<file path="src/rtl/dlls_pkg.sv">
// Shared types and codes for the doubly linked list store unit.
// No dependencies; imported by rtl/doubly_linked_list_store_unit.sv.
package dlls_pkg;

    typedef enum logic [2:0] {
        REQ_INS_FRONT = 3'd0,
        REQ_INS_BACK  = 3'd1,
        REQ_DELETE    = 3'd2,
        REQ_DUMP_FWD  = 3'd3,
        REQ_DUMP_REV  = 3'd4
    } req_t;

    typedef enum logic [1:0] {
        ST_OK        = 2'd0,
        ST_FULL      = 2'd1,
        ST_EMPTY     = 2'd2,
        ST_NOT_FOUND = 2'd3
    } status_t;

    typedef struct packed {
        logic [2:0]         req_type;
        logic signed [31:0] value;
    } in_item_t;

    typedef struct packed {
        logic [1:0]         status;
        logic signed [31:0] item_value;
        logic               is_last;
    } out_item_t;

    typedef enum logic [3:0] {
        S_IDLE,
        S_INS_NODE,
        S_INS_LINK,
        S_DEL_HEAD,
        S_DEL_TAIL,
        S_DEL_WALK,
        S_UNL_PREV,
        S_UNL_NEXT,
        S_DUMP,
        S_STATUS
    } state_t;

endpackage

</file>
<file path="src/rtl/doubly_linked_list_store_unit.sv">
// Bounded doubly linked list of signed 32-bit values in a node memory.
// Depends on rtl/dlls_pkg.sv (payload structs, request/status codes, states).
//
// Usage:
//   s_ channel carries one request per transaction: insert front/back,
//   delete by key, dump forward/reverse. Codes 5..7 are dropped silently.
//   m_ channel returns results: one status per insert or delete; a dump
//   returns one transaction per entry (is_last on the final one) or a single
//   list-empty status.
//   One request is in work at a time; s_ready is high only while idle.
//   A delete compares the head, then the tail, then one walked node after
//   another (at most DEPTH + 1 nodes compared). Delete and dump speed
//   is set by the single read port of the node memory: one node per cycle,
//   with a dump holding while the receiver stalls m_.
//   A result register sits on m_; a stalled receiver holds the sequencer
//   only in states that emit, and the unit may take a new request while
//   the last result is still waiting.
//   Reset (aresetn low, synchronous) empties the list and frees all slots;
//   node memory contents are not cleared and need no clearing pass.
module doubly_linked_list_store_unit #(
    parameter int DEPTH = 16
) (
    input  logic                aclk,
    input  logic                aresetn,
    input  logic                s_valid,
    output logic                s_ready,
    input  dlls_pkg::in_item_t  s_data,
    output logic                m_valid,
    input  logic                m_ready,
    output dlls_pkg::out_item_t m_data
);
    import dlls_pkg::*;

    localparam int IDX_W  = $clog2(DEPTH + 1);
    localparam int ADDR_W = (DEPTH > 1) ? $clog2(DEPTH) : 1;
    localparam int LNK_W  = 2 * IDX_W;
    localparam logic [IDX_W-1:0] NIL = IDX_W'(DEPTH);

    // node memories: value, and {next, prev} links
    logic signed [31:0] val_mem [DEPTH];
    logic [LNK_W-1:0]   lnk_mem [DEPTH];

    state_t             state_reg, state_next;
    logic [IDX_W-1:0]   head_reg, head_next;
    logic [IDX_W-1:0]   tail_reg, tail_next;
    logic [IDX_W-1:0]   cnt_reg, cnt_next;
    logic [DEPTH-1:0]   free_reg, free_next;
    logic signed [31:0] key_reg, key_next;
    logic               dir_reg, dir_next;
    logic [IDX_W-1:0]   slot_reg, slot_next;
    logic [IDX_W-1:0]   cur_reg, cur_next;
    logic [IDX_W-1:0]   lp_reg, lp_next;
    logic [IDX_W-1:0]   lq_reg, lq_next;
    logic [IDX_W-1:0]   un_reg, un_next;
    status_t            status_reg, status_next;
    logic               m_valid_reg, m_valid_next;
    out_item_t          m_data_reg, m_data_next;

    // memory port controls
    logic               rd_en;
    logic [IDX_W-1:0]   rd_idx;
    logic               val_we;
    logic               lk_we_n, lk_we_p;
    logic [IDX_W-1:0]   lk_idx;
    logic [IDX_W-1:0]   lk_wd_n, lk_wd_p;
    logic signed [31:0] val_q;
    logic [LNK_W-1:0]   lnk_q;

    logic               acc;
    logic               out_free;
    logic               is_empty;
    logic               is_full;
    logic               hit;
    logic [IDX_W-1:0]   q_nxt, q_prv, dump_nx;
    logic [IDX_W-1:0]   low_free;
    logic [2:0]         req;

    assign s_ready  = (state_reg == S_IDLE);
    assign acc      = s_valid && s_ready;
    assign out_free = !m_valid_reg || m_ready;
    assign is_empty = (cnt_reg == '0);
    assign is_full  = (cnt_reg == NIL);
    assign hit      = (val_q == key_reg);
    assign q_nxt    = lnk_q[LNK_W-1:IDX_W];
    assign q_prv    = lnk_q[IDX_W-1:0];
    assign dump_nx  = dir_reg ? q_nxt : q_prv;
    assign req      = s_data.req_type;
    assign m_valid  = m_valid_reg;
    assign m_data   = m_data_reg;

    // lowest free slot
    always_comb begin
        low_free = NIL;
        for (int i = DEPTH - 1; i >= 0; i--) begin
            if (free_reg[i]) begin
                low_free = IDX_W'(i);
            end
        end
    end

    // next state
    always_comb begin
        state_next = state_reg;
        case (state_reg)
            S_IDLE: begin
                if (acc) begin
                    case (req)
                        REQ_INS_FRONT, REQ_INS_BACK:
                            state_next = is_full ? S_STATUS : S_INS_NODE;
                        REQ_DELETE:
                            state_next = is_empty ? S_STATUS : S_DEL_HEAD;
                        REQ_DUMP_FWD, REQ_DUMP_REV:
                            state_next = is_empty ? S_STATUS : S_DUMP;
                        default: state_next = S_IDLE;
                    endcase
                end
            end
            S_INS_NODE: state_next = is_empty ? S_STATUS : S_INS_LINK;
            S_INS_LINK: state_next = S_STATUS;
            S_DEL_HEAD: state_next = hit ? S_UNL_PREV : S_DEL_TAIL;
            S_DEL_TAIL: begin
                if (hit) begin
                    state_next = S_UNL_PREV;
                end else if (cur_reg == NIL) begin
                    state_next = S_STATUS;
                end else begin
                    state_next = S_DEL_WALK;
                end
            end
            S_DEL_WALK: begin
                if (hit) begin
                    state_next = S_UNL_PREV;
                end else if (q_nxt == NIL) begin
                    state_next = S_STATUS;
                end
            end
            S_UNL_PREV: state_next = (lq_reg == NIL) ? S_STATUS : S_UNL_NEXT;
            S_UNL_NEXT: state_next = S_STATUS;
            S_DUMP: begin
                if (out_free && dump_nx == NIL) begin
                    state_next = S_IDLE;
                end
            end
            S_STATUS: begin
                if (out_free) begin
                    state_next = S_IDLE;
                end
            end
            default: state_next = S_IDLE;
        endcase
    end

    // datapath and memory controls
    always_comb begin
        head_next    = head_reg;
        tail_next    = tail_reg;
        cnt_next     = cnt_reg;
        free_next    = free_reg;
        key_next     = key_reg;
        dir_next     = dir_reg;
        slot_next    = slot_reg;
        cur_next     = cur_reg;
        lp_next      = lp_reg;
        lq_next      = lq_reg;
        un_next      = un_reg;
        status_next  = status_reg;
        m_valid_next = m_valid_reg && !m_ready;
        m_data_next  = m_data_reg;
        rd_en        = 1'b0;
        rd_idx       = head_reg;
        val_we       = 1'b0;
        lk_we_n      = 1'b0;
        lk_we_p      = 1'b0;
        lk_idx       = slot_reg;
        lk_wd_n      = NIL;
        lk_wd_p      = NIL;
        case (state_reg)
            S_IDLE: begin
                if (acc) begin
                    key_next = s_data.value;
                    case (req)
                        REQ_INS_FRONT, REQ_INS_BACK: begin
                            dir_next    = (req == REQ_INS_FRONT);
                            slot_next   = low_free;
                            status_next = is_full ? ST_FULL : ST_OK;
                        end
                        REQ_DELETE: begin
                            status_next = ST_EMPTY;
                            rd_en       = !is_empty;
                            rd_idx      = head_reg;
                        end
                        REQ_DUMP_FWD, REQ_DUMP_REV: begin
                            dir_next    = (req == REQ_DUMP_FWD);
                            status_next = ST_EMPTY;
                            rd_en       = !is_empty;
                            rd_idx      = (req == REQ_DUMP_FWD) ? head_reg : tail_reg;
                        end
                        default: ;
                    endcase
                end
            end
            S_INS_NODE: begin
                val_we  = 1'b1;
                lk_we_n = 1'b1;
                lk_we_p = 1'b1;
                lk_idx  = slot_reg;
                free_next[slot_reg[ADDR_W-1:0]] = 1'b0;
                cnt_next = cnt_reg + 1'b1;
                if (is_empty) begin
                    head_next = slot_reg;
                    tail_next = slot_reg;
                end else if (dir_reg) begin
                    lk_wd_n   = head_reg;
                    cur_next  = head_reg;
                    head_next = slot_reg;
                end else begin
                    lk_wd_p   = tail_reg;
                    cur_next  = tail_reg;
                    tail_next = slot_reg;
                end
            end
            S_INS_LINK: begin
                // hook the old end node to the new one
                lk_idx  = cur_reg;
                lk_we_p = dir_reg;
                lk_we_n = !dir_reg;
                lk_wd_p = slot_reg;
                lk_wd_n = slot_reg;
            end
            S_DEL_HEAD: begin
                if (hit) begin
                    un_next = head_reg;
                    lp_next = q_prv;
                    lq_next = q_nxt;
                end else begin
                    cur_next = q_nxt;
                    rd_en    = 1'b1;
                    rd_idx   = tail_reg;
                end
            end
            S_DEL_TAIL: begin
                if (hit) begin
                    un_next = tail_reg;
                    lp_next = q_prv;
                    lq_next = q_nxt;
                end else if (cur_reg == NIL) begin
                    status_next = ST_NOT_FOUND;
                end else begin
                    rd_en  = 1'b1;
                    rd_idx = cur_reg;
                end
            end
            S_DEL_WALK: begin
                if (hit) begin
                    un_next = cur_reg;
                    lp_next = q_prv;
                    lq_next = q_nxt;
                end else if (q_nxt == NIL) begin
                    status_next = ST_NOT_FOUND;
                end else begin
                    cur_next = q_nxt;
                    rd_en    = 1'b1;
                    rd_idx   = q_nxt;
                end
            end
            S_UNL_PREV: begin
                status_next = ST_OK;
                free_next[un_reg[ADDR_W-1:0]] = 1'b1;
                cnt_next = cnt_reg - 1'b1;
                if (lp_reg != NIL) begin
                    lk_we_n = 1'b1;
                    lk_idx  = lp_reg;
                    lk_wd_n = lq_reg;
                end else begin
                    head_next = lq_reg;
                end
                if (lq_reg == NIL) begin
                    tail_next = lp_reg;
                end
            end
            S_UNL_NEXT: begin
                lk_we_p = 1'b1;
                lk_idx  = lq_reg;
                lk_wd_p = lp_reg;
            end
            S_DUMP: begin
                if (out_free) begin
                    m_valid_next           = 1'b1;
                    m_data_next.status     = ST_OK;
                    m_data_next.item_value = val_q;
                    m_data_next.is_last    = (dump_nx == NIL);
                    if (dump_nx != NIL) begin
                        rd_en  = 1'b1;
                        rd_idx = dump_nx;
                    end
                end
            end
            S_STATUS: begin
                if (out_free) begin
                    m_valid_next           = 1'b1;
                    m_data_next.status     = status_reg;
                    m_data_next.item_value = '0;
                    m_data_next.is_last    = 1'b1;
                end
            end
            default: ;
        endcase
    end

    // node memories, one read port, registered read data
    always_ff @(posedge aclk) begin
        if (val_we) begin
            val_mem[slot_reg[ADDR_W-1:0]] <= key_reg;
        end
        if (lk_we_n) begin
            lnk_mem[lk_idx[ADDR_W-1:0]][LNK_W-1:IDX_W] <= lk_wd_n;
        end
        if (lk_we_p) begin
            lnk_mem[lk_idx[ADDR_W-1:0]][IDX_W-1:0] <= lk_wd_p;
        end
        if (rd_en) begin
            val_q <= val_mem[rd_idx[ADDR_W-1:0]];
            lnk_q <= lnk_mem[rd_idx[ADDR_W-1:0]];
        end
    end

    always_ff @(posedge aclk) begin
        if (!aresetn) begin
            state_reg   <= S_IDLE;
            head_reg    <= NIL;
            tail_reg    <= NIL;
            cnt_reg     <= '0;
            free_reg    <= '1;
            m_valid_reg <= 1'b0;
        end else begin
            state_reg   <= state_next;
            head_reg    <= head_next;
            tail_reg    <= tail_next;
            cnt_reg     <= cnt_next;
            free_reg    <= free_next;
            m_valid_reg <= m_valid_next;
        end
        key_reg    <= key_next;
        dir_reg    <= dir_next;
        slot_reg   <= slot_next;
        cur_reg    <= cur_next;
        lp_reg     <= lp_next;
        lq_reg     <= lq_next;
        un_reg     <= un_next;
        status_reg <= status_next;
        m_data_reg <= m_data_next;
    end

endmodule
</file>
<file path="config.mk">
export PLATFORM = sky130hd
export DESIGN_NAME = doubly_linked_list_store_unit
export DESIGN_NICKNAME = d
export VERILOG_FILES = /design/src/rtl/dlls_pkg.sv /design/src/rtl/doubly_linked_list_store_unit.sv
export SDC_FILE = /design/constraint.sdc
export NUM_CORES = 1
export LEC_CHECK = 0
export ABC_AREA = 1
export BUFFER_PORTS_ARGS = -buffer_cell sky130_fd_sc_hd__buf_4
export CAP_MARGIN = 15
export CORE_MARGIN = 2
export CORE_UTILIZATION = 55
export CTS_BUF_LIST = sky130_fd_sc_hd__clkbuf_2
export DETAILED_ROUTE_END_ITERATION = 10
export PLACE_DENSITY = 0.81
export SLEW_MARGIN = 20
export SYNTH_ARGS = -nofsm -noshare
export SYNTH_HDL_FRONTEND = slang
export SYNTH_SLANG_ARGS = --single-unit
</file>
<file path="constraint.sdc">
create_clock -name aclk -period 11.6 [get_ports aclk]
set_input_delay 1.16 -clock aclk [delete_from_list [all_inputs] [get_ports aclk]]
set_output_delay 1.16 -clock aclk [all_outputs]
set_load 0.005 [all_outputs]
</file>
# --- Word level (Yosys, flattened, before mapping) ---
# Memories as Yosys holds them, arrays and structs flattened. A register that Yosys moved wholly into a read port is not among the register bits.
# Cells that the tools add are included.
word_totals:
  regBits: 130
  ram_bits: 672
  in_bits: 39
  out_inout_bits: 37
  elab_cells: 223
  n_memories: 2
memory_table:
  columns: ["name", "depth", "width", "rd", "rd_ports_with_merged_regs", "write_ports", "line_no", "source"]
  rows:
  - ["val_mem", 16, 32, 1, 1, 1, "doubly_linked_list_store_unit.sv:40", "logic signed [31:0] val_mem [DEPTH];"]
  - ["lnk_mem", 16, 10, 1, 1, 1, "doubly_linked_list_store_unit.sv:41", "logic [LNK_W-1:0] lnk_mem [DEPTH];"]
classes:
  add_sub_neg: 2
  n_lt_le_gt_ge: 4
  eq_ne: 41
  mux: 109
  bitwise_logic: 3
  reduce_logical: 41
ops:
  columns: ["operator", "n"]
  rows:
  - ["2-to-1 mux 4 bit", 32]
  - ["2-to-1 mux 5 bit", 18]
  - ["2-to-1 mux 35 bit", 2]
  - ["case mux 35 bit (2 select lines)", 1]
  - ["case mux 5 bit (3 select lines)", 3]
  - ["case mux 4 bit (3 select lines)", 3]
  - ["case mux 4 bit (9 select lines)", 1]
  - ["equality test 32 bit", 1]
  - ["case mux 16 bit (2 select lines)", 1]
  - ["inequality test 2 bit, second input constant", 15]
  - ["case mux 5 bit (2 select lines)", 3]
  - ["equality test 5 bit, second input constant", 5]
  - ["2-to-1 mux 1 bit", 24]
  - ["case mux 4 bit (5 select lines)", 1]
  - ["AND 16 bit", 1]
  - ["equality test 4 x 3 -> 1 bit, second input constant", 4]
  - ["2-to-1 mux 2 bit", 8]
  - ["inverter 16 bit", 1]
  - ["OR 16 bit", 1]
  - ["AND reduction 3 bit", 5]
  - ["OR reduction 15 bit", 1]
  - ["2-to-1 mux 3 bit", 4]
  - ["OR reduction 2 bit", 6]
  - ["less-than comparator 4 x 5 -> 1 bit, second input constant", 2]
  - ["other kinds (35)", 57]

# --- Logic depth before layout (Yosys ltp) ---
# Gate-level depths: netlist of the first run.
logic_depth:
  word_depth: 15
  ltp_mapped: 21
  ltp_nobuf: 17

# --- Least setup slack after synthesis of the first run ---
# Ideal clock, no wire load.
synth_timing:
  path_kind: "input-to-reg"
  from: "input port s_valid"
  to: "register lnk_q[0] (read register of lnk_mem) (enable)"
  setup_ns: 0.587
  arrival_time_ns: 7.262
  t_required_ns: 11.013
  slack_ns: 3.751
  path_stages: 4
  n_path_buf: 0
  path_cell_list: "inv_1 > nor2_2 > inv_1 > o311ai_0"
synth_between:
  elab_chain_cells: 3
  elab_cells_between_ends: 5
  cone_classes: "mux: 4; reduce/logical: 1"
synth_rtl:
  columns: ["item", "line_no", "source"]
  rows:
  - ["start: declaration", "doubly_linked_list_store_unit.sv:25", "input logic s_valid,"]
  - ["logical AND 1 bit", "doubly_linked_list_store_unit.sv:79", "assign acc = s_valid && s_ready;"]
  - ["2-to-1 mux 1 bit", "doubly_linked_list_store_unit.sv:179", "if (acc) begin"]
  - ["case mux 1 bit (5 select lines)", "doubly_linked_list_store_unit.sv:177", "case (state_reg)"]
  - ["net rd_en", "doubly_linked_list_store_unit.sv:60", "logic rd_en;"]
  - ["end: declaration", "doubly_linked_list_store_unit.sv:67", "logic [LNK_W-1:0] lnk_q;"]
# The timed path passes the listed nets, and every way through them passes these cells.
# A chain may end at the register's enable or synchronous reset.

# --- Final worst setup path of the first run ---
layout_timing:
  from: "register key_reg[7]"
  to: "register val_q[12] (read register of val_mem) (data pin)"
layout_between:
  elab_chain_cells: 3
  elab_cells_between_ends: 9
  cone_classes: "eq/ne: 1; mux: 8"
layout_rtl:
  columns: ["item", "line_no", "source"]
  rows:
  - ["start: declaration", "doubly_linked_list_store_unit.sv:48", "logic signed [31:0] key_reg, key_next;"]
  - ["start signal: assignment", "doubly_linked_list_store_unit.sv:343", "key_reg <= key_next;"]
  - ["equality test 32 bit (*)", "doubly_linked_list_store_unit.sv:83", "assign hit = (val_q == key_reg);"]
  - ["2-to-1 mux 4 bit, or another cell as far along", "doubly_linked_list_store_unit.sv:254", "if (hit) begin"]
  - ["case mux 4 bit (5 select lines) or case mux 1 bit (5 select lines) (tied branches)", "doubly_linked_list_store_unit.sv:177", null]
  - ["end: declaration", "doubly_linked_list_store_unit.sv:66", "logic signed [31:0] val_q;"]
# Every way passes the cells marked *; elsewhere a longest branch is shown, timed or not.

==> summary.txt, run 1 <==
Clock network
  • Clk Latency, worst-skew pair: between 1000 and 1500 ps
  • CTS Buffer Depth: 3
  • Postcts setup bufs: 0
  • Root Buffer: clkbuf_2
  • CTS tree: built
  • H-tree depth: 4
  • Clock transition at the registers of the reported paths: 120 ps
  • Number of CTS-inserted buffers: just under 200
  • TritonCTS Sinks: about 840

Worst setup path
  • Top cell by count, worst path: nand2_1
  • Startpoint Class: flip-flop
  • Crit path DAT: slightly below 7000 ps
  • CP Buf/Inv Count: 2
  • Maximum fanout along the worst path: 87
  • Crit-path slowest cell: buf_4
  • Worst-path cell chain: xnor2_1, nand2_1, nor2_1, nand2_1, nor2_1, nand2_1, nand2_1, nand3_4, inv_6, buf_4, nand3_1, nand3_1, nand3_1, nand2_1
  • CP top delay family: simple AND/OR/NAND/NOR gates
  • CP Class: flip-flop to flip-flop
  • Req. time, crit path: 12860 ps
  • Critical Path Sink Type: flip-flop
  • Worst reg2reg setup slack: 6020 ps
  • Worst path max stage delay: ~900 ps

Synthesis
  • Mux share of post-synthesis cell area: 0
  • Syn_nets: 3642
  • Mapped cell area: around 38000 um2
  • Ys flop type: edfxtp_1
  • Largest cells by area after synthesis: edfxtp_1, nand3_1, nand2_1
  • Async SR Flop Fraction: 0
  • Synth warn: 0
  • Main combinational cell family by area after synthesis: simple AND/OR/NAND/NOR gates
  • Most common cell in the synthesized netlist: edfxtp_1
  • Top cells by count, synth: edfxtp_1, nand3_1, nand2_1
  • Adder-Cell Fraction of Synth Area: 0.00153
  • Yosys reg bits: around 840
  • Synth unique cells: 47
  • Dominant cell type by area after synthesis: edfxtp_1
  • Mapped Cells: 3599
  • Xor and xnor area share after synthesis: 0.00536
  • Post-synthesis sequential area ratio: 0.665
  • Synth Area in Compound Gates: 0.0273
  • Simple-gate share of the synthesized area: 0.216
  • Post-synth EDFFs: 808
  • Yosys top cell area share: 0.646
  • Synthesized area per cell: roughly 10 um2

Job
  • Total of max-cap violations: 0

GRT
  • Initial antenna violation count: 1
  • First-pass GRT wire length: 144000 um
  • Met3 GRT Util: 0.0583
  • Most used routing layer: met2
  • M1 GR Usage: 0.358
  • Met2 usage: 0.435
  • Total grt overflow: 0
  • Largest net degree at the start of global routing: 207
  • Total GRT Usage: 0.270
  • Vias in the first global route: roughly 26k

Power and ir drop
  • Worst vdd ir: roughly 0.19 mV
  • Leakage: around 17 nW
  • Switching power total: about 3.8 mW
  • Switching part of the total power: 0.408
  • PD cells: around 230 nW/um2
  • Logic pwr share: 0.358
  • Cell internal pwr: between 5 and 6 mW
  • Clk pwr share: 0.202
  • Total power: between 9 and 10 mW
  • Share of power burned in registers: 0.440

Drt
  • Total Wirelength: ~95000 um
  • WL/cell: 19.9 um
  • Remaining DRCs: 0
  • Vias after detailed routing: between 20k and 30k
  • Number of routed nets with antenna violations: 0
  • Pre-Repair DR Iteration Count: 7
  • Vias per std cell: 5.67
  • DRT iter0 DRCs: between 3k and 4k

Placed design
  • RD Place Congestion: between 0.9 and 1
  • Placed Cells: 4398
  • Number of I/O port buffers: between 70 and 80
  • Hpwl dp: roughly 50000 um

Floorplanning
  • Die height: 265 um
  • Die width: between 200 and 300 um
  • Ports: 76
  • Core ar.: roughly 67000 um2
  • Die area: 70400 um2
  • Starting Density: 0.558
  • # rows: 95

STA
  • Maximum clock frequency: 0.179 GHz
  • RSZ-0062 raised after global routing: false
  • Clock skew: 130 ps
  • Slew Viols, Final: 0
  • Slew @ Worst Pin: about 1100 ps
  • Hold WS: about 130 ps
  • TNS Setup: 0 ps
  • Final setup fails: 0
  • Endpoints failing hold: 0
  • Final min period: about 5600 ps
  • Slew headroom: 0.273
  • Fin crit share: 0.481

Cells and area
  • Layout cells sized above 1: 0.119
  • Nets: between 3k and 4k
  • Area growth syn-to-layout: 9.18%
  • Final cell count without fillers: 4784
  • Max FFs per register: slightly above 500

Status
  • Outcome: complete, no violations

Min path
  • Worst min path class: primary input to flip-flop
area by class of cell:
cell class	count	area (um2)
antenna	1	2.50
inverter	604	2270
fill	5235	26400
tap	873	1090
multi-input combinational	1956	9630
sequential	844	25000
clock inverter	85	448
clock buffer	267	1340
timing repair buffer	154	1250
routing by layer:
metal,vias up,part of all wire
li1,12600,-
met1,12700,0.38
met2,1622,0.47
met3,253,0.12
met4,0,0.032
met5,-,0
power groups by stage:
stage / sequential [mW] / clock [mW] / combinational, mW
floorplan: 4.08 / 0 / 2.39
global placement: 4.17 / 0 / 3.21
detailed placement: 4.18 / 0 / 3.28
CTS: 4.11 / 1.92 / 3.31
global route: 4.15 / 2.06 / 3.68
finish: 4.12 / 1.89 / 3.36
worst paths after layout:
path / to / depth (start not counted) / from
worst min register to register: lq_reg[1]$_DFFE_PP_ / 0 / lnk_q[6]$_DFFE_PP_
worst max register to register: val_q[12]$_DFFE_PP_ / 14 / key_reg[7]$_DFFE_PP_
worst min-delay path: dir_reg$_DFFE_PP_ / 2 / s_data[32]
worst max-delay path: val_q[12]$_DFFE_PP_ / 14 / key_reg[7]$_DFFE_PP_
placed cells by master, fill, tap and decap left out, types with 62 or more instances in the layout:
| cell | instances |
|---|---|
| nor2_1 | 143 |
| buf_4 | 119 |
| clkinv_1 | 62 |
| nand3b_1 | 128 |
| edfxtp_1 | 808 |
| nand3_1 | 770 |
| clkbuf_2 | 267 |
| inv_1 | 592 |
| o21ai_0 | 74 |
| nand2_1 | 667 |
logic make-up (layout without fill, tap and decap cells):
family                   count (synthesis)  after routing
other                                    0              1
buffers and inverters                  799           1110
AND/OR/NAND/NOR                       1757           1757
XOR/XNOR                                23             23
AO/OA/AOI/OAI                          172            172
adder cells (fa/ha/maj)                  4              4
flip-flops                             844            844
what timing repair did:
item,4_1_cts,5_1_grt
resized for setup,0,0
hold buffers,33,0
endpoints found under the hold margin,34,0
metrics by stage:
stage | instance area, um2 | setup WS [ps] | util
final | 41000 | 6020 | 0.609
after global routing | 41000 | 5800 | 0.609
after global placement | 38900 | 6030 | 0.577
after floorplan | 37600 | 3750 | -
after detailed placement | 38900 | 5990 | 0.577
after CTS | 41000 | 6100 | 0.608
Power figures use the tool's default switching activity.
==> run 2, diff against run 1 <==
==> constraint.sdc (replaced) <==
create_clock -name aclk -period 5.4 [get_ports aclk]
set_input_delay 0.54 -clock aclk [delete_from_list [all_inputs] [get_ports aclk]]
set_output_delay 0.54 -clock aclk [all_outputs]
set_load 0.005 [all_outputs]
==> summary.txt, run 2 (same netlist as run 1, synthesis figures left out) <==
Worst setup path
  • Critical Path Sink Type: flip-flop
  • Req. time, crit path: 6710 ps
  • CP top delay family: simple AND/OR/NAND/NOR gates
  • Crit-path slowest cell: inv_6
  • Top cell by count, worst path: nand2_1
  • CP Class: flip-flop to flip-flop
  • Maximum fanout along the worst path: 66
  • Worst-path cell chain: xnor2_1, nand2_1, nor2_1, nand2_1, nor2_1, nand2_1, nand2_1, nand3_4, inv_6, buf_12, nand3_1, nand3_1, nand3_1, nand2_1
  • Crit path DAT: 5930 ps
  • Worst path max stage delay: approximately 700 ps
  • CP Buf/Inv Count: 2
  • Startpoint Class: flip-flop

Job
  • Total of max-cap violations: 0

Cells and area
  • Commonest non-fill, non-tap cell in the layout: edfxtp_1
  • Max FFs per register: 512
  • Post-Route Utilization: 0.616
  • Area growth syn-to-layout: 10.5%
  • Nets: roughly 3.9k
  • Fill cells: ~5.2k
  • Most frequent cells in the layout: edfxtp_1, nand3_1, nand2_1, inv_1, clkbuf_2
  • Layout cells sized above 1: 0.122
  • Design Area, Final: 41500 um2

Power and ir drop
  • Share of power burned in registers: 0.434
  • Cell internal pwr: 12.0 mW
  • Logic pwr share: 0.371
  • Leakage: approximately 17 nW
  • Clk pwr share: 0.195
  • PD cells: 489 nW/um2
  • Switching part of the total power: 0.409
  • Total power: ~20 mW
  • Worst vdd ir: 0.516 mV
  • Switching power total: about 8.3 mW

STA
  • Endpoints failing hold: 0
  • Maximum clock frequency: approximately 0.22 GHz
  • Fin crit share: 0.854
  • Final setup fails: 0
  • Worst setup margin: a little under 800 ps
  • Slew @ Worst Pin: about 1200 ps
  • Clock skew: about 150 ps
  • Slew headroom: 0.197
  • RSZ-0062 raised after global routing: false
  • Final min period: 4610 ps
  • TNS Setup: 0 ps
  • Slew Viols, Final: 0

Clock network
  • # hold bufs at CTS: 74
  • Cts repair resizes: 0
  • Number of CTS-inserted buffers: 200
  • CTS Buffer Depth: 3
  • Postcts setup bufs: 0
  • Root Buffer: clkbuf_2
  • CTS tree: built
  • H-tree depth: 4
  • TritonCTS Sinks: between 800 and 900
  • Clock transition at the registers of the reported paths: 110 ps
  • Clk Latency, worst-skew pair: 1500 ps

Floorplanning
  • Die height: around 270 um
  • # rows: 95
  • Core ar.: roughly 67000 um2
  • Die width: between 200 and 300 um
  • Ports: 76
  • Die area: just over 70000 um2
  • Starting Density: 0.558

Placed design
  • Hpwl dp: about 54000 um
  • RD Place Congestion: 0.993
  • Post-place setup slack: ~970 ps
  • Placed Area: slightly below 40000 um2
  • Number of I/O port buffers: 75

GRT
  • First-pass GRT wire length: between 100000 and 150000 um
  • Largest net degree at the start of global routing: 196
  • Total grt overflow: 0
  • Initial antenna violation count: 1
  • Total GRT Usage: 0.276
  • Vias in the first global route: ~27k

Drt
  • Total Wirelength: 97200 um
  • Vias after detailed routing: 27.6k
  • WL/cell: approximately 20 um
  • DRT iter0 DRCs: approximately 3.4k
  • Pre-Repair DR Iteration Count: 8
  • Number of routed nets with antenna violations: 0
  • Vias per std cell: approximately 5.7
  • Remaining DRCs: 0

Min path
  • Worst min path class: primary input to flip-flop

Status
  • Outcome: complete, no violations
==> run 2: cell types whose count changed in the layout (fill, tap and decap cells not counted), sizes merged <==
cell / before / now
bufinv: 3 / 1
clkinvlp: 0 / 2
clkinv: 75 / 45
dlygate4sd3: 33 / 74
clkbuf: 267 / 284
diode: 1 / 2
buf: 121 / 132
inv: 611 / 608
==> run 2: final cells by class <==
type | count | area (um2) | area share
flip-flops and latches | 844 | 25000 | 0.602
multi-input cells | 1956 | 9630 | 0.232
inverters | 604 | 2270 | 0.0547
repair buffers | 206 | 1860 | 0.0447
clock buffers | 284 | 1420 | 0.0342
well taps | 873 | 1090 | 0.0263
clock inverters | 52 | 269 | 0.00648
diodes | 2 | 5.00 | 0.000121
==> run 2: metrics by stage <==
step | hold WS, ps | instances
2_1_floorplan | 426 | 3599
3_3_place_gp | 430 | 4409
3_5_place_dp | 434 | 4409
4_1_cts | 51.8 | 4819
5_1_grt | 180 | 4820
6_report | 160 | 4821
==> run 2: final timing paths <==
| kind | from | end | slack, ps | cells after the start |
|---|---|---|---|---|
| hold / removal | m_ready | m_valid$_SDFF_PN0_ | 160 | 5 |
| setup reg to reg | key_reg[7]$_DFFE_PP_ | val_q[13]$_DFFE_PP_ | 790 | 14 |
| setup / recovery | key_reg[7]$_DFFE_PP_ | val_q[13]$_DFFE_PP_ | 790 | 14 |
| hold reg to reg | lnk_q[6]$_DFFE_PP_ | lq_reg[1]$_DFFE_PP_ | 450 | 0 |
==> run 2: worst reg2reg max path: stages (launching register included) <==
cell and delay [ps]:
edfxtp_1 630, xnor2_1 320, nand2_1 140, nor2_1 240, nand2_1 140, nor2_1 250
nand2_1 390, nand2_1 240, nand3_4 490, inv_6 730, buf_12 410, nand3_1 170
nand3_1 110, nand3_1 100, nand2_1 110
==> run 2: per-layer routing <==
layer  part of all wire  vias to the layer above  GRT usage
met2               0.47                     1657      0.438
met4              0.036                        0      0.125
met3               0.11                      290     0.0639
li1                   -                    12700          -
met1               0.38                    12900      0.365
met5                  0                        -          0
==> run 2: power by group through the flow <==
stage          Sequential (mW)  Combinational (mW)  Clock, mW
3_3_place_gp              8.93                7.13          0
3_5_place_dp              8.95                7.31          0
6_report                  8.82                7.53       3.96
2_1_floorplan             8.75                5.14          0
4_1_cts                   8.81                7.38       4.01
5_1_grt                   8.89                8.22       4.32
